$ cat config.mk
export PLATFORM = sky130hd
export DESIGN_NAME = video_byte_pixel_decoder
export DESIGN_NICKNAME = d
export VERILOG_FILES = /design/src/hw/rtl/vbpd_pkg.sv /design/src/hw/rtl/video_byte_pixel_decoder.sv /design/src/hw/rtl/vbpd_front.sv /design/src/hw/rtl/vbpd_queue.sv /design/src/hw/rtl/vbpd_back.sv
export VERILOG_INCLUDE_DIRS = /design/src /design/src/hw/rtl
export SDC_FILE = /design/constraint.sdc
export NUM_CORES = 1
export LEC_CHECK = 0
export BUFFER_PORTS_ARGS = -buffer_cell sky130_fd_sc_hd__buf_2
export CORE_ASPECT_RATIO = 0.7
export CORE_MARGIN = 2
export CORE_UTILIZATION = 40
export CTS_CLUSTER_SIZE = 8
export DETAILED_ROUTE_END_ITERATION = 8
export GPL_ROUTABILITY_DRIVEN = 1
export PLACE_DENSITY = 0.55
export SYNTH_ARGS = -nofsm -noshare
export SYNTH_HDL_FRONTEND = slang
export SYNTH_HIERARCHICAL = 1
export SYNTH_SLANG_ARGS = --single-unit
$ cat constraint.sdc
create_clock -name clk -period 5.7 [get_ports clk]
set_input_delay 0.285 -clock clk [delete_from_list [all_inputs] [get_ports clk]]
set_output_delay 0.285 -clock clk [all_outputs]
set_load 0.05 [all_outputs]
$ cat src/hw/rtl/video_byte_pixel_decoder_assert.svh
// assertion helpers shared by the decoder rtl
`ifndef VIDEO_BYTE_PIXEL_DECODER_ASSERT_SVH
`define VIDEO_BYTE_PIXEL_DECODER_ASSERT_SVH

// same-cycle implication, held off during reset
`define VBPD_ASSERT_SAME(name, clk, rst_n, pre, post) \
	name: assert property (@(posedge clk) disable iff (!rst_n) (pre) |-> (post)) \
		else $error("vbpd check failed");

// next-cycle implication, held off during reset
`define VBPD_ASSERT_NEXT(name, clk, rst_n, pre, post) \
	name: assert property (@(posedge clk) disable iff (!rst_n) (pre) |=> (post)) \
		else $error("vbpd check failed");

`endif

$ cat src/hw/rtl/vbpd_pkg.sv
package vbpd_pkg;

	// transaction kind on the input channel
	typedef enum logic {
		KIND_VIDEO = 1'b0,
		KIND_INK   = 1'b1
	} kind_t;

	// screen mode codes
	typedef enum logic [1:0] {
		SMODE_2PIX = 2'd0,
		SMODE_4PIX = 2'd1,
		SMODE_8PIX = 2'd2,
		SMODE_OFF  = 2'd3
	} screen_mode_t;

	// configuration register indexes
	localparam logic [1:0] REG_SCREEN_MODE = 2'd0;
	localparam logic [1:0] REG_BYTE_OFFSET = 2'd1;
	localparam logic [1:0] REG_LINE_OFFSET = 2'd2;

	// layout constants
	localparam logic [10:0] BLANK_START = 11'd2000;
	localparam logic [9:0]  LINE_WRAP   = 10'd400;
	localparam logic [9:0]  LINE_WRAP2  = 10'd800;
	localparam logic [6:0]  BYTES_ROW   = 7'd80;
	// off/80 = (off/16)/5, and n/5 = (n*205)>>10 for n below 125
	localparam logic [7:0]  RECIP5      = 8'd205;

	typedef struct packed {
		screen_mode_t screen_mode;
		logic [10:0]  byte_off;
		logic [8:0]   line_off;
	} cfg_t;

	// one queued work item: a video byte with its position, or an ink write
	typedef struct packed {
		kind_t       kind;
		logic [7:0]  line;
		logic [9:0]  x;
		logic [7:0]  data;
		logic [3:0]  pen;
	} q_entry_t;

	typedef struct packed {
		logic full;
		logic empty;
	} q_stat_t;

endpackage

$ cat src/hw/rtl/video_byte_pixel_decoder.sv
// channel   handshake               payload
// in        in_valid / in_ready     mode, vram_offset, data_byte, pen_number
// out       out_valid / out_ready   screen_line, pixel_x, pixel_width, ink_value, last_pixel
// cfg       cfg_we                  cfg_index, cfg_data
//
// a video byte gives one pixel per cycle while the output is not stalled: 2, 4 or 8 pixels
// by screen mode, set by the pixel counter of the back end; an ink write gives no pixel.
// input reaches the first pixel through the classify stage, the queue, the current-byte and output registers.
// reset clears the queue, the pen table and the registers (screen mode 1).
// the queue lets the front keep taking transactions while the output stalls.
module video_byte_pixel_decoder #(
	parameter int QUEUE_DEPTH = 4
) (
	input  logic        clk,
	input  logic        arst_n,
	input  logic        in_valid,
	output logic        in_ready,
	input  logic        mode,
	input  logic [13:0] vram_offset,
	input  logic [7:0]  data_byte,
	input  logic [3:0]  pen_number,
	output logic        out_valid,
	input  logic        out_ready,
	output logic [7:0]  screen_line,
	output logic [9:0]  pixel_x,
	output logic [2:0]  pixel_width,
	output logic [4:0]  ink_value,
	output logic        last_pixel,
	input  logic        cfg_we,
	input  logic [1:0]  cfg_index,
	input  logic [10:0] cfg_data
);
	import vbpd_pkg::*;

	`include "video_byte_pixel_decoder_assert.svh"

	cfg_t     cfg_q;
	q_stat_t  q_stat;
	q_entry_t push_entry;
	q_entry_t head;
	logic     push;
	logic     pop;

	// configuration registers
	always_ff @(posedge clk or negedge arst_n) begin
		if (!arst_n) begin
			cfg_q.screen_mode <= SMODE_4PIX;
			cfg_q.byte_off    <= '0;
			cfg_q.line_off    <= '0;
		end else if (cfg_we) begin
			case (cfg_index)
				REG_SCREEN_MODE: cfg_q.screen_mode <= screen_mode_t'(cfg_data[1:0]);
				REG_BYTE_OFFSET: cfg_q.byte_off    <= cfg_data;
				REG_LINE_OFFSET: cfg_q.line_off    <= cfg_data[8:0];
				default: ;
			endcase
		end
	end

	vbpd_front u_front (
		.clk         (clk),
		.arst_n      (arst_n),
		.in_valid    (in_valid),
		.in_ready    (in_ready),
		.mode        (mode),
		.vram_offset (vram_offset),
		.data_byte   (data_byte),
		.pen_number  (pen_number),
		.cfg         (cfg_q),
		.q_stat      (q_stat),
		.push        (push),
		.entry       (push_entry)
	);

	vbpd_queue #(
		.DEPTH (QUEUE_DEPTH)
	) u_queue (
		.clk        (clk),
		.arst_n     (arst_n),
		.push       (push),
		.push_entry (push_entry),
		.pop        (pop),
		.head       (head),
		.stat       (q_stat)
	);

	vbpd_back u_back (
		.clk         (clk),
		.arst_n      (arst_n),
		.cfg         (cfg_q),
		.head        (head),
		.q_stat      (q_stat),
		.pop         (pop),
		.out_valid   (out_valid),
		.out_ready   (out_ready),
		.screen_line (screen_line),
		.pixel_x     (pixel_x),
		.pixel_width (pixel_width),
		.ink_value   (ink_value),
		.last_pixel  (last_pixel)
	);

	// queue never overruns or underruns
	`VBPD_ASSERT_SAME(a_no_push_full, clk, arst_n, push, !q_stat.full)
	`VBPD_ASSERT_SAME(a_no_pop_empty, clk, arst_n, pop, !q_stat.empty)
	// the final pixel of a byte ends on the byte's right edge
	`VBPD_ASSERT_SAME(a_last_edge, clk, arst_n, out_valid && last_pixel, ({1'b0, pixel_x[2:0]} + {1'b0, pixel_width}) == 4'd8)
	// pixels stay on the visible screen
	`VBPD_ASSERT_SAME(a_on_screen, clk, arst_n, out_valid, (screen_line < 8'd200) && (pixel_x < 10'd640))

endmodule

$ cat src/hw/rtl/vbpd_front.sv
module vbpd_front (
	input  logic              clk,
	input  logic              arst_n,
	input  logic              in_valid,
	output logic              in_ready,
	input  logic              mode,
	input  logic [13:0]       vram_offset,
	input  logic [7:0]        data_byte,
	input  logic [3:0]        pen_number,
	input  vbpd_pkg::cfg_t    cfg,
	input  vbpd_pkg::q_stat_t q_stat,
	output logic              push,
	output vbpd_pkg::q_entry_t entry
);
	import vbpd_pkg::*;

	logic        is_ink;
	logic [10:0] off;
	logic        keep;
	logic        valid_s1;
	kind_t       kind_s1;
	logic [10:0] off_s1;
	logic [2:0]  bank_s1;
	logic [7:0]  data_s1;
	logic [3:0]  pen_s1;
	logic [14:0] prod;
	logic [4:0]  row;
	logic [10:0] row_bytes;
	logic [10:0] col_full;
	logic [9:0]  line_full;
	logic [9:0]  line_wrap;

	// scroll within the bank and drop video bytes that give no pixels
	assign is_ink = (mode == KIND_INK);
	assign off    = vram_offset[10:0] - cfg.byte_off;
	assign keep   = is_ink || ((off < BLANK_START) && (cfg.screen_mode != SMODE_OFF));

	assign in_ready = !valid_s1 || !q_stat.full;
	assign push     = valid_s1 && !q_stat.full;

	// classify stage
	always_ff @(posedge clk or negedge arst_n) begin
		if (!arst_n) begin
			valid_s1 <= 1'b0;
		end else if (in_ready) begin
			valid_s1 <= in_valid && keep;
		end
	end

	always_ff @(posedge clk) begin
		if (in_ready && in_valid) begin
			kind_s1 <= is_ink ? KIND_INK : KIND_VIDEO;
			off_s1  <= off;
			bank_s1 <= vram_offset[13:11];
			data_s1 <= data_byte;
			pen_s1  <= pen_number;
		end
	end

	// character row and column of the scrolled offset
	assign prod      = 15'(off_s1[10:4]) * 15'(RECIP5);
	assign row       = prod[14:10];
	assign row_bytes = 11'(row) * 11'(BYTES_ROW);
	assign col_full  = off_s1 - row_bytes;

	// line with scroll, wrapped at 400 lines
	assign line_full = {6'd0, bank_s1, 1'b0} + {1'b0, row, 4'd0} + {1'b0, cfg.line_off};
	always_comb begin
		if (line_full >= LINE_WRAP2) begin
			line_wrap = line_full - LINE_WRAP2;
		end else if (line_full >= LINE_WRAP) begin
			line_wrap = line_full - LINE_WRAP;
		end else begin
			line_wrap = line_full;
		end
	end

	always_comb begin
		entry.kind = kind_s1;
		entry.line = line_wrap[8:1];
		entry.x    = {col_full[6:0], 3'd0};
		entry.data = data_s1;
		entry.pen  = pen_s1;
	end

endmodule

$ cat src/hw/rtl/vbpd_queue.sv
module vbpd_queue #(
	parameter int DEPTH = 4
) (
	input  logic               clk,
	input  logic               arst_n,
	input  logic               push,
	input  vbpd_pkg::q_entry_t push_entry,
	input  logic               pop,
	output vbpd_pkg::q_entry_t head,
	output vbpd_pkg::q_stat_t  stat
);
	import vbpd_pkg::*;

	localparam int PW = (DEPTH > 1) ? $clog2(DEPTH) : 1;
	localparam int CW = $clog2(DEPTH + 1);

	q_entry_t        slot_q [DEPTH];
	logic [PW-1:0]   wr_ptr_q;
	logic [PW-1:0]   rd_ptr_q;
	logic [CW-1:0]   count_q;

	assign stat.full  = (count_q == CW'(DEPTH));
	assign stat.empty = (count_q == '0);
	assign head       = slot_q[rd_ptr_q];

	// pointers and fill count
	always_ff @(posedge clk or negedge arst_n) begin
		if (!arst_n) begin
			wr_ptr_q <= '0;
			rd_ptr_q <= '0;
			count_q  <= '0;
		end else begin
			if (push) begin
				wr_ptr_q <= (wr_ptr_q == PW'(DEPTH - 1)) ? '0 : wr_ptr_q + 1'b1;
			end
			if (pop) begin
				rd_ptr_q <= (rd_ptr_q == PW'(DEPTH - 1)) ? '0 : rd_ptr_q + 1'b1;
			end
			if (push && !pop) begin
				count_q <= count_q + 1'b1;
			end else if (pop && !push) begin
				count_q <= count_q - 1'b1;
			end
		end
	end

	// entry storage
	always_ff @(posedge clk) begin
		if (push) begin
			slot_q[wr_ptr_q] <= push_entry;
		end
	end

endmodule

$ cat src/hw/rtl/vbpd_back.sv
module vbpd_back (
	input  logic               clk,
	input  logic               arst_n,
	input  vbpd_pkg::cfg_t     cfg,
	input  vbpd_pkg::q_entry_t head,
	input  vbpd_pkg::q_stat_t  q_stat,
	output logic               pop,
	output logic               out_valid,
	input  logic               out_ready,
	output logic [7:0]         screen_line,
	output logic [9:0]         pixel_x,
	output logic [2:0]         pixel_width,
	output logic [4:0]         ink_value,
	output logic               last_pixel
);
	import vbpd_pkg::*;

	logic       cur_valid_q;
	logic [7:0] cur_line_q;
	logic [9:0] cur_x_q;
	logic [7:0] cur_data_q;
	logic [2:0] pix_q;
	logic [4:0] pen_ink_q [16];

	logic       advance;
	logic       is_last;
	logic       finish;
	logic [2:0] last_idx;
	logic [2:0] width;
	logic [9:0] x_step;
	logic [7:0] data_sh;
	logic [3:0] pen;

	// per-mode pixel count, width, step and pen bits
	always_comb begin
		data_sh = cur_data_q << pix_q;
		case (cfg.screen_mode)
			SMODE_2PIX: begin
				last_idx = 3'd1;
				width    = 3'd4;
				x_step   = {5'd0, pix_q, 2'd0};
				pen      = pix_q[0] ? {cur_data_q[0], cur_data_q[4], cur_data_q[2], cur_data_q[6]}
				                    : {cur_data_q[1], cur_data_q[5], cur_data_q[3], cur_data_q[7]};
			end
			SMODE_4PIX: begin
				last_idx = 3'd3;
				width    = 3'd2;
				x_step   = {6'd0, pix_q, 1'b0};
				pen      = {2'd0, data_sh[3], data_sh[7]};
			end
			default: begin
				last_idx = 3'd7;
				width    = 3'd1;
				x_step   = {7'd0, pix_q};
				pen      = {3'd0, data_sh[7]};
			end
		endcase
	end

	assign advance = cur_valid_q && (!out_valid || out_ready);
	assign is_last = (pix_q == last_idx);
	assign finish  = advance && is_last;
	assign pop     = !q_stat.empty && (!cur_valid_q || finish);

	// current byte and pixel counter
	always_ff @(posedge clk or negedge arst_n) begin
		if (!arst_n) begin
			cur_valid_q <= 1'b0;
			pix_q       <= '0;
		end else if (pop) begin
			cur_valid_q <= (head.kind == KIND_VIDEO);
			pix_q       <= '0;
		end else if (finish) begin
			cur_valid_q <= 1'b0;
		end else if (advance) begin
			pix_q <= pix_q + 1'b1;
		end
	end

	always_ff @(posedge clk) begin
		if (pop) begin
			cur_line_q <= head.line;
			cur_x_q    <= head.x;
			cur_data_q <= head.data;
		end
	end

	// pen table, written in transaction order behind earlier bytes
	always_ff @(posedge clk or negedge arst_n) begin
		if (!arst_n) begin
			for (int i = 0; i < 16; i++) begin
				pen_ink_q[i] <= '0;
			end
		end else if (pop && (head.kind == KIND_INK)) begin
			pen_ink_q[head.pen] <= head.data[4:0];
		end
	end

	// output register
	always_ff @(posedge clk or negedge arst_n) begin
		if (!arst_n) begin
			out_valid <= 1'b0;
		end else if (advance) begin
			out_valid <= 1'b1;
		end else if (out_ready) begin
			out_valid <= 1'b0;
		end
	end

	always_ff @(posedge clk) begin
		if (advance) begin
			screen_line <= cur_line_q;
			pixel_x     <= cur_x_q + x_step;
			pixel_width <= width;
			ink_value   <= pen_ink_q[pen];
			last_pixel  <= is_last;
		end
	end

endmodule
==> results of run 1 <==
==> cells by family after synthesis <==
kind of cell	Yosys count
other	1
adders and majority gates	83
muxes	207
DFF	319
AOI/OAI and AO/OA	97
buffers and inverters	105
and+or+nand+nor	139
xor gates and xnor gates	33
==> stage by stage <==
| step | util | setup WS (ns) | instance area, um^2 | setup TNS (ns) |
|---|---|---|---|---|
| finish | 0.490 | 0.135 | 18300 | 0 |
| global route | 0.490 | -0.0581 | 18300 | -0.542 |
| CTS | 0.482 | 0.0102 | 18000 | 0 |
| detailed placement | 0.435 | -0.0954 | 16300 | -1.21 |
| global placement | 0.435 | 0.0288 | 16300 | 0 |
| floorplan | - | 0.0627 | 15300 | 0 |
==> placed cells by master (no fill, tap or decap), types with 32 or more instances in the layout <==
master / instances
buf_2: 72
dfrtp_1: 113
clkbuf_1: 32
mux2i_1: 65
mux2_2: 104
edfxtp_1: 204
clkbuf_16: 45
ha_1: 59
buf_4: 62
inv_1: 61
==> critical path: stages, from the launching register on <==
cell and delay (ns):
edfxtp_1 0.48, ha_4 0.33, fa_1 0.42, ha_1 0.29, inv_1 0.05, fa_1 0.49, inv_1 0.06, ha_4 0.24
a21oi_2 0.14, o21ai_2 0.08, a221o_1 0.36, a21oi_2 0.23, xnor2_2 0.13, ha_4 0.32, and3b_1 0.18, a211o_1 0.26
or3_4 0.38, a31oi_4 0.19, a211oi_4 0.11, buf_4 0.17, nor4b_4 0.31, nor3_4 0.09
==> synthesized netlist by cell type (4+ instances only) <==
| master | count |
|---|---|
| a22oi_1 | 10 |
| fa_1 | 13 |
| o21bai_1 | 4 |
| xnor2_1 | 23 |
| buf_2 | 13 |
| mux2i_1 | 65 |
| o21a_1 | 10 |
| a21oi_1 | 16 |
| dfrtp_1 | 114 |
| a21o_1 | 7 |
| nor2_1 | 32 |
| or2_2 | 4 |
| buf_1 | 6 |
| ha_1 | 70 |
| o21ai_0 | 14 |
| xor2_1 | 9 |
| and2_1 | 12 |
| nand2_1 | 24 |
| buf_4 | 9 |
| edfxtp_1 | 204 |
| inv_1 | 63 |
| a211oi_1 | 4 |
| buf_6 | 8 |
| mux4_2 | 29 |
| nor2b_1 | 8 |
| nor3_1 | 9 |
| nand2b_1 | 6 |
| nor4_4 | 15 |
| or3_1 | 4 |
| mux2_4 | 6 |
| mux2_2 | 104 |
==> routing by layer <==
layer | vias up | share of wire | routed length [um] | GRT usage
met5 | - | 0 | 0 | 0
met4 | 0 | 0.014 | 444 | 0.0383
met3 | 39 | 0.037 | 1210 | 0.0288
met2 | 123 | 0.41 | 13200 | 0.225
met1 | 4267 | 0.54 | 17400 | 0.268
li1 | 4019 | - | - | -
==> worst max path at each step <==
| stage | startpoint | end | slack, ns | cells past startpoint |
|---|---|---|---|---|
| floorplan | u_front/off_s1[8]$_DFFE_PP_ | u_queue/slot_q[0][28]$_DFFE_PP_ | 0.06 | 25 |
| global placement | u_front/off_s1[8]$_DFFE_PP_ | u_queue/slot_q[3][28]$_DFFE_PP_ | 0.03 | 20 |
| detailed placement | u_front/off_s1[8]$_DFFE_PP_ | u_queue/slot_q[1][28]$_DFFE_PP_ | -0.1 | 20 |
| CTS | u_front/off_s1[10]$_DFFE_PP_ | u_queue/slot_q[1][27]$_DFFE_PP_ | 0.01 | 26 |
| global route | u_front/off_s1[8]$_DFFE_PP_ | u_queue/slot_q[3][28]$_DFFE_PP_ | -0.06 | 25 |
| finish | u_front/off_s1[8]$_DFFE_PP_ | u_queue/slot_q[3][28]$_DFFE_PP_ | 0.14 | 21 |
==> final cells by class <==
type                            instances  share of cell area
Inverter                               64              0.0131
Tap cell                              488              0.0333
Clock buffer                           77              0.0679
Timing Repair Buffer                  160              0.0592
Multi-Input combinational cell        562               0.332
Clock inverter                          3             0.00362
Sequential cell                       319               0.491
==> flip-flops by register name, summed over array words and instances, names as in the netlist, 8 cells and up <==
name and cells:
u_queue/slot_q 124, u_front/data_s1 8, u_back/screen_line 8, u_back/cur_line_q 8, u_back/pen_ink_q 80, u_back/cur_x_q 10, u_back/pixel_x 10, cfg_q 22
u_back/cur_data_q 8, u_front/off_s1 11
==> what timing repair did <==
action | in CTS | in global routing
gates resized for setup | 10 | 41
buffers inserted | 17 | 7
setup endpoints to repair | 16 | 24
hold buffers | 26 | 0
gates cloned | 0 | 0
pin swaps | 9 | 20
hold endpoints to repair | 99 | 0
==> run_results.csv, run 1 <==
group,metric,value,unit
run_status,status,"complete, no violations",
clocking,cts_made_buffers,45,
logic_synthesis,synth-seq-cells,319,
critical_path,crit_arrival,5.85,ns
die,fp.dieW,238,um
die,rows,59,
placement,place_inst,1543,
critical_path,r2r_start,"u_front/off_s1[8]$_DFFE_PP_",
logic_synthesis,syn-cell-area,0.0153,mm^2
critical_path,rr_endpoint,"u_queue/slot_q[3][28]$_DFFE_PP_",
hold_path,hold_depth,2,
logic_synthesis,synth_ff_type,"edfxtp_1",
critical_path,critical_path_required,5.98,ns
placement,gp_congestion,0.838,
timing,fmax,180,MHz
logic_synthesis,synth_top_family_by_area,"multiplexers",
logic_synthesis,synth_xor_area_frac,0.0194,
clocking,htreeDepth,2,
critical_path,start_kind,"register",
global_routing,grt_pass1_wl,50.6,mm
timing,period_minus_slack,5.56,ns
timing,final.period_utilization,0.976,
final_layout,multi_input_area,0.00609,mm^2
placement,portBuffers,73,
logic_synthesis,synth-edff-count,204,
logic_synthesis,synth_adder_area_share,0.0741,
die,die-area,0.0399,mm^2
die,ios,74,
global_routing,grt_pass1_vias,8593,
clocking,cts_buffer_depth,3,
detailed_routing,post_drt_wl_per_cell,19.3,um
logic_synthesis,ys_top_cells_by_area,"edfxtp_1, dfrtp_1, mux2_2",
clocking,clk_latency,0.56,ns
logic_synthesis,synth-simple-area-share,0.0640,
clocking,cts_tree,"built",
logic_synthesis,muxShareOfSynthArea,0.173,
clocking,root_buffer,"clkbuf_16",
global_routing,grt_overflow,0,
critical_path,rrSetupSlack,0.14,ns
final_layout,fillers,3168,
timing,worst_pin_slew,0.992,ns
logic_synthesis,ys_types,77,
logic_synthesis,async_flop_share,0.361,
detailed_routing,drt-total-wl,32.2,mm
flow_run,cap_violations,0,
clocking,clk_pin_slew,0.06,ns
die,start_util,0.409,
logic_synthesis,syn_area_per_cell,15.6,um^2
detailed_routing,firstDrtPassIters,7,
timing,hold_viol_final,0,
critical_path,cp-end-kind,"register",
global_routing,grtUsageTotal,0.165,
timing,finalHoldWorstSlack,0.0214,ns
final_layout,regArea,0.00901,mm^2
logic_synthesis,ys_seq_area_frac,0.588,
critical_path,path_max_fanout,7,
die,dieHeight,168,um
die,coreArea,0.0374,mm^2
placement,post-dp-hpwl,21.4,mm
logic_synthesis,yosysTopAreaCellShare,0.400,
final_layout,antennaDiodeCount,0,
final_layout,layout.cells.non_filler,1673,
final_layout,fin_nets,1280,
timing,skew,0.0208,ns
timing,slew_viol_final,0,
timing,slew_headroom,0.338,
final_layout,layout-drive-gt1-share,0.337,
detailed_routing,initialDrtViolationCount,433,
logic_synthesis,syn_inst,984,
timing,setup_viol,0,
detailed_routing,drtAntennaViolNets,0,
hold_path,hold_class,"in -> reg",
global_routing,antenna_found_initial,1,
hold_path,hold_start,"cfg_data[0]",
critical_path,ff2ff_path_depth,21,
detailed_routing,route.detailed.drc,0,
final_layout,syn_to_final_growth,19.7,%
clocking,cts.sinks,319,
global_routing,grt_max_degree,70,
detailed_routing,viasPerCell,5.05,
hold_path,holdPathEnd,"cfg_q[9]$_DFFE_PN0P_",
logic_synthesis,synth_warnings,6,
critical_path,crit_type,"reg -> reg",
detailed_routing,dr_total_vias,8448,
logic_synthesis,yosysTopAreaCell,"edfxtp_1",
logic_synthesis,synth-compound-area-share,0.0460,
Power of run 1 is left out: the tool's default activity adds up to more than one toggle a clock period on the data nets, which glitch-free logic cannot reach.
==> run 2, diff against run 1 <==
--- a/config.mk
+++ b/config.mk
@@ -8,8 +8,9 @@
 export LEC_CHECK = 0
 export BUFFER_PORTS_ARGS = -buffer_cell sky130_fd_sc_hd__buf_2
 export CORE_ASPECT_RATIO = 0.7
-export CORE_MARGIN = 2
+export CORE_MARGIN = 10
 export CORE_UTILIZATION = 40
+export CTS_BUF_LIST = sky130_fd_sc_hd__clkbuf_8 sky130_fd_sc_hd__clkbuf_16
 export CTS_CLUSTER_SIZE = 8
 export DETAILED_ROUTE_END_ITERATION = 8
 export GPL_ROUTABILITY_DRIVEN = 1
==> run_results.csv, run 2 (synthesis results as in run 1) <==
group,metric,value,unit
run_status,status,"complete, no violations",
critical_path,start_kind,"register",
final_layout,fillers,3236,
final_layout,final_common_cell,"edfxtp_1",
placement,dpl-instance-area,0.0163,mm^2
hold_path,hold_class,"in -> reg",
clocking,cts_tree,"built",
global_routing,antenna_found_initial,0,
detailed_routing,viasPerCell,5.09,
placement,gp_congestion,0.826,
detailed_routing,dr_total_vias,8462,
critical_path,crit_top_cell,"ha_1",
die,die-area,0.0467,mm^2
critical_path,path_max_fanout,5,
timing,period_minus_slack,5.59,ns
clocking,root_buffer,"clkbuf_16",
critical_path,slowest_delay,0.50,ns
die,coreArea,0.0375,mm^2
critical_path,crit_type,"reg -> reg",
final_layout,syn_to_final_growth,19.3,%
final_layout,largest_registers,"u_queue/slot_q x124, u_back/pen_ink_q x80, cfg_q x22",
final_layout,fin_nets,1271,
timing,worst_pin_slew,1.15,ns
final_layout,design_area,0.0183,mm^2
final_layout,largest_reg_flops,124,
final_layout,antennaDiodeCount,0,
final_layout,largest-register,"u_queue/slot_q",
detailed_routing,post_drt_wl_per_cell,19.7,um
global_routing,grt_pass1_wl,51.0,mm
clocking,clk_pin_slew,0.05,ns
final_layout,most-common-layout-cells,"edfxtp_1, dfrtp_1, mux2_2",
die,dieHeight,184,um
global_routing,grt_pass1_vias,8539,
critical_path,cp-end-kind,"register",
clocking,cts_buffer_depth,3,
final_layout,regArea,0.00901,mm^2
clocking,cts.sinks,319,
die,ios,74,
clocking,htreeDepth,2,
detailed_routing,drtAntennaViolNets,0,
die,start_util,0.409,
timing,fmax,179,MHz
detailed_routing,drt-total-wl,32.8,mm
global_routing,grt_overflow,0,
detailed_routing,route.detailed.drc,0,
timing,skew,0.0264,ns
die,rows,59,
critical_path,crit_arrival,5.90,ns
critical_path,cpMaxStageDelayCell,"fa_1",
flow_run,cap_violations,0,
timing,final.period_utilization,0.980,
clocking,clk_latency,0.57,ns
timing,setup_viol,0,
die,fp.dieW,254,um
timing,slew_headroom,0.232,
detailed_routing,firstDrtPassIters,5,
global_routing,grt_max_degree,64,
placement,post-dp-hpwl,22.1,mm
detailed_routing,initialDrtViolationCount,437,
final_layout,utilization,0.487,
final_layout,layout-drive-gt1-share,0.329,
timing,hold_viol_final,0,
placement,portBuffers,73,
clocking,cts_made_buffers,45,
critical_path,critical_path_required,6.01,ns
global_routing,grtUsageTotal,0.141,
final_layout,multi_input_area,0.00607,mm^2
timing,slew_viol_final,0,
-- run 2: changes by cell type in the layout (fill, tap and decap cells not counted), sizes merged --
cell,before,now
inv,65,95
clkbuf,77,45
clkinv,2,3
buf,134,125
-- run 2: repair_timing --
action | 4_1_cts | 5_1_grt
hold buffers | 26 | 0
pin swaps | 1 | 23
buffers inserted | 1 | 13
endpoints found under the hold margin | 92 | 0
gates resized for setup | 8 | 42
endpoints found under the setup margin | 20 | 20
-- run 2: path summary, 6_finish.rpt --
kind / start / to / slack [ns] / cells after the start
worst max-delay path: u_front/off_s1[6]$_DFFE_PP_ / u_queue/slot_q[3][28]$_DFFE_PP_ / 0.11 / 25
worst min-delay path: cfg_data[8] / cfg_q[17]$_DFFE_PN0P_ / 0.02 / 2
worst max register to register: u_front/off_s1[6]$_DFFE_PP_ / u_queue/slot_q[3][28]$_DFFE_PP_ / 0.11 / 25
worst min register to register: u_back/cur_line_q[3]$_DFFE_PP_ / u_back/screen_line[3]$_DFFE_PP_ / 0.41 / 0
max in group asynchronous: arst_n / u_queue/wr_ptr_q[1]$_DFFE_PN0P_ / 4.00 / 3
min in group asynchronous: arst_n / u_back/pen_ink_q[42]$_DFFE_PN0P_ / 0.39 / 2
-- run 2: per-stage QoR --
stage / hold slack [ns] / setup TNS, ns / setup slack (ns) / std cells
detailed placement: 0.405 / -1.08 / -0.0874 / 1544
CTS: 0.00202 / 0 / 0.00845 / 1650
global route: 0.0129 / -0.798 / -0.0618 / 1663
global placement: 0.402 / -0.140 / -0.0142 / 1544
floorplan: -0.0106 / 0 / 0.0627 / 986
finish: 0.0200 / 0 / 0.111 / 1663
-- run 2: worst max-delay path, delay by kind of cell (launching register included) --
family | cells | cell delay [ns]
AO/OA/AOI/OAI | 7 | 1.14
XOR/XNOR | 2 | 0.31
adder cells (fa/ha/maj) | 7 | 2.38
buffers and inverters | 4 | 0.25
flip-flops | 1 | 0.44
AND/OR/NAND/NOR | 5 | 0.84
-- run 2: layer usage --
layer  vias to the layer above  track usage  wire (um)
met5                         -            0          0
met4                         0       0.0327        466
met3                        39       0.0302       1430
met2                       150        0.194      13600
met1                      4276        0.218      17300
li1                       3997            -          -
-- run 2: cell type report --
cell class              count  share of cell area
clock buffers              45              0.0616
clock inverters            34              0.0113
inverters                  64              0.0131
multi-input cells         562               0.332
flip-flops and latches    319               0.493
well taps                 488              0.0334
repair buffers            151              0.0557
Power of run 2 is left out for the same reason.
==> run 3, diff against run 2 <==
--- a/config.mk
+++ b/config.mk
@@ -6,6 +6,7 @@
 export SDC_FILE = /design/constraint.sdc
 export NUM_CORES = 1
 export LEC_CHECK = 0
+export ABC_AREA = 1
 export BUFFER_PORTS_ARGS = -buffer_cell sky130_fd_sc_hd__buf_2
 export CORE_ASPECT_RATIO = 0.7
 export CORE_MARGIN = 10
==> run_results.csv, run 3 <==
group,metric,value,unit
run_status,status,"complete, no violations",
critical_path,ff2ff_path_depth,28,
final_layout,largest-register,"u_queue/slot_q",
die,start_util,0.408,
timing,worst_pin_slew,1.12,ns
detailed_routing,dr_total_vias,11900,
logic_synthesis,synth_warnings,6,
die,die-area,0.0494,mm^2
global_routing,antenna_found_initial,1,
clocking,cts_tree,"built",
critical_path,crit_top_cell,"nand2_1",
timing,fmax,188,MHz
die,rows,61,
critical_path,crit_family,"adder cells",
detailed_routing,post_drt_wl_per_cell,16.9,um
final_layout,layout-drive-gt1-share,0.0999,
logic_synthesis,yosysTopAreaCellShare,0.376,
die,coreArea,0.0400,mm^2
logic_synthesis,synth-edff-count,204,
critical_path,slowest_delay,0.50,ns
die,ios,74,
clocking,cts.sinks,319,
critical_path,critical_path_required,5.98,ns
critical_path,startpoint,"u_front/off_s1[8]$_DFFE_PP_",
critical_path,start_kind,"register",
clocking,cts_setup_buffers,0,
timing,hold_viol_final,0,
critical_path,path_max_fanout,6,
final_layout,largest_registers,"u_queue/slot_q x124, u_back/pen_ink_q x80, cfg_q x22",
global_routing,grt_pass1_vias,11600,
timing,slew_headroom,0.256,
final_layout,final_common_cell,"nand2_1",
logic_synthesis,syn_area_per_cell,9.55,um^2
timing,period_minus_slack,5.32,ns
clocking,cts_buffer_depth,3,
clocking,cts_made_buffers,45,
final_layout,antennaDiodeCount,0,
logic_synthesis,yosysTopAreaCell,"edfxtp_1",
detailed_routing,route.detailed.drc,0,
logic_synthesis,syn-cell-area,0.0163,mm^2
clocking,root_buffer,"clkbuf_16",
timing,rsz0062_at_grt,"false",
logic_synthesis,synth-seq-cells,319,
global_routing,grt_overflow,0,
detailed_routing,drtAntennaViolNets,0,
critical_path,cp-end-kind,"register",
critical_path,crit_arrival,5.61,ns
critical_path,cp.depth,28,
timing,skew,0.0149,ns
logic_synthesis,synth_common_cells,"nand2_1, nand3_1, edfxtp_1",
logic_synthesis,async_flop_share,0.361,
placement,gp_congestion,0.863,
logic_synthesis,ys_types,45,
final_layout,fin_nets,1915,
critical_path,rr_endpoint,"u_queue/slot_q[3][29]$_DFFE_PP_",
critical_path,rrSetupSlack,0.38,ns
final_layout,most-common-layout-cells,"nand2_1, inv_1, nand3_1",
detailed_routing,initialDrtViolationCount,1051,
critical_path,worstSetupEndpoint,"u_queue/slot_q[3][29]$_DFFE_PP_",
final_layout,fillers,3851,
critical_path,r2r_start,"u_front/off_s1[8]$_DFFE_PP_",
timing,final.period_utilization,0.934,
placement,post-dp-hpwl,26.7,mm
hold_path,hold_class,"in -> reg",
logic_synthesis,synth.most_common_cell,"nand2_1",
detailed_routing,viasPerCell,5.05,
critical_path,cpMaxStageDelayCell,"fa_1",
clocking,clk_pin_slew,0.06,ns
clocking,htreeDepth,2,
detailed_routing,firstDrtPassIters,5,
global_routing,grt_pass1_wl,64.9,mm
global_routing,grt_max_degree,81,
die,fp.dieW,261,um
timing,slew_viol_final,0,
final_layout,largest_reg_flops,124,
logic_synthesis,syn_inst,1708,
hold_path,hold_start,"cfg_data[5]",
flow_run,cap_violations,0,
logic_synthesis,ys_top_cells_by_area,"edfxtp_1, dfrtp_1, nand2_1",
critical_path,crit_type,"reg -> reg",
logic_synthesis,ys_seq_area_frac,0.552,
logic_synthesis,synth_ff_type,"edfxtp_1",
timing,setup_tns,0,ns
global_routing,grtUsageTotal,0.163,
critical_path,cp.buffers_inverters,4,
clocking,clk_latency,0.56,ns
die,dieHeight,189,um
placement,portBuffers,73,
detailed_routing,drt-total-wl,39.9,mm
timing,setup_viol,0,
final_layout,syn_to_final_growth,13.3,%
run 3: cell count changes in the layout (fill, tap and decap cells not counted), sizes merged, moves of 16 or more:
cell | before | now
nand3 | 3 | 210
buf | 125 | 82
xnor2 | 23 | 6
inv | 95 | 237
nand4 | 3 | 51
mux4 | 32 | 0
mux2 | 110 | 0
mux2i | 65 | 0
nor2 | 33 | 58
nor4 | 17 | 1
o211ai | 1 | 62
nand2 | 24 | 562
run 3: layer usage:
metal | global-route usage | vias to the layer above | part of all wire
met5 | 0 | - | 0
met2 | 0.225 | 356 | 0.39
met1 | 0.251 | 5634 | 0.51
li1 | - | 5855 | -
met4 | 0.0357 | 0 | 0.016
met3 | 0.0395 | 51 | 0.075
run 3: worst min path at each step:
stage / endpoint / cells after the start
2_1_floorplan: cfg_q[0]$_DFFE_PN0P_ / 0
5_1_grt: cfg_q[7]$_DFFE_PN0P_ / 3
4_1_cts: cfg_q[5]$_DFFE_PN0P_ / 3
3_5_place_dp: u_back/screen_line[2]$_DFFE_PP_ / 0
3_3_place_gp: u_back/screen_line[7]$_DFFE_PP_ / 0
6_report: cfg_q[5]$_DFFE_PN0P_ / 3
run 3: final cells by class:
cell class              count  area (um^2)  share of cell area
repair buffers            104          656              0.0355
flip-flops and latches    319         9000               0.487
clock inverters            36          161             0.00873
inverters                 204          767              0.0415
clock buffers              45         1130              0.0609
well taps                 535          669              0.0362
multi-input cells        1113         6100               0.330
run 3: timing repair:
item,4_1_cts,5_1_grt
resized for setup,0,1
hold buffers,22,0
endpoints found under the setup margin,0,4
hold endpoints to repair,89,0
run 3: cells by family after synthesis:
logic type / Yosys count / synth area share
and+or+nand+nor: 894 / 0.239
other: 1 / 0.000230
buffers and inverters: 278 / 0.0755
xor gates and xnor gates: 25 / 0.0139
DFF: 319 / 0.552
AOI/OAI and AO/OA: 108 / 0.0498
adders and majority gates: 83 / 0.0697
run 3: worst reg2reg max path, delay by kind of cell (launching register included):
| kind | cells | cell delay, ns |
|---|---|---|
| AOI/OAI and AO/OA | 3 | 0.54 |
| adders and majority gates | 7 | 2.53 |
| xor gates and xnor gates | 1 | 0.24 |
| DFF | 1 | 0.45 |
| buffers and inverters | 4 | 0.25 |
| and+or+nand+nor | 13 | 1.05 |
run 3: through the flow:
stage	util	instances	hold slack, ns	worst slack, ns	cell area (um^2)
floorplan	-	1710	-0.0106	0.869	16300
global placement	0.424	2253	0.403	0.471	17000
detailed placement	0.424	2253	0.406	0.348	17000
CTS	0.462	2356	0.0000211	0.316	18500
global route	0.462	2356	0.0192	0.00784	18500
finish	0.462	2356	0.0201	0.376	18500
Power of run 3 is left out for the same reason.
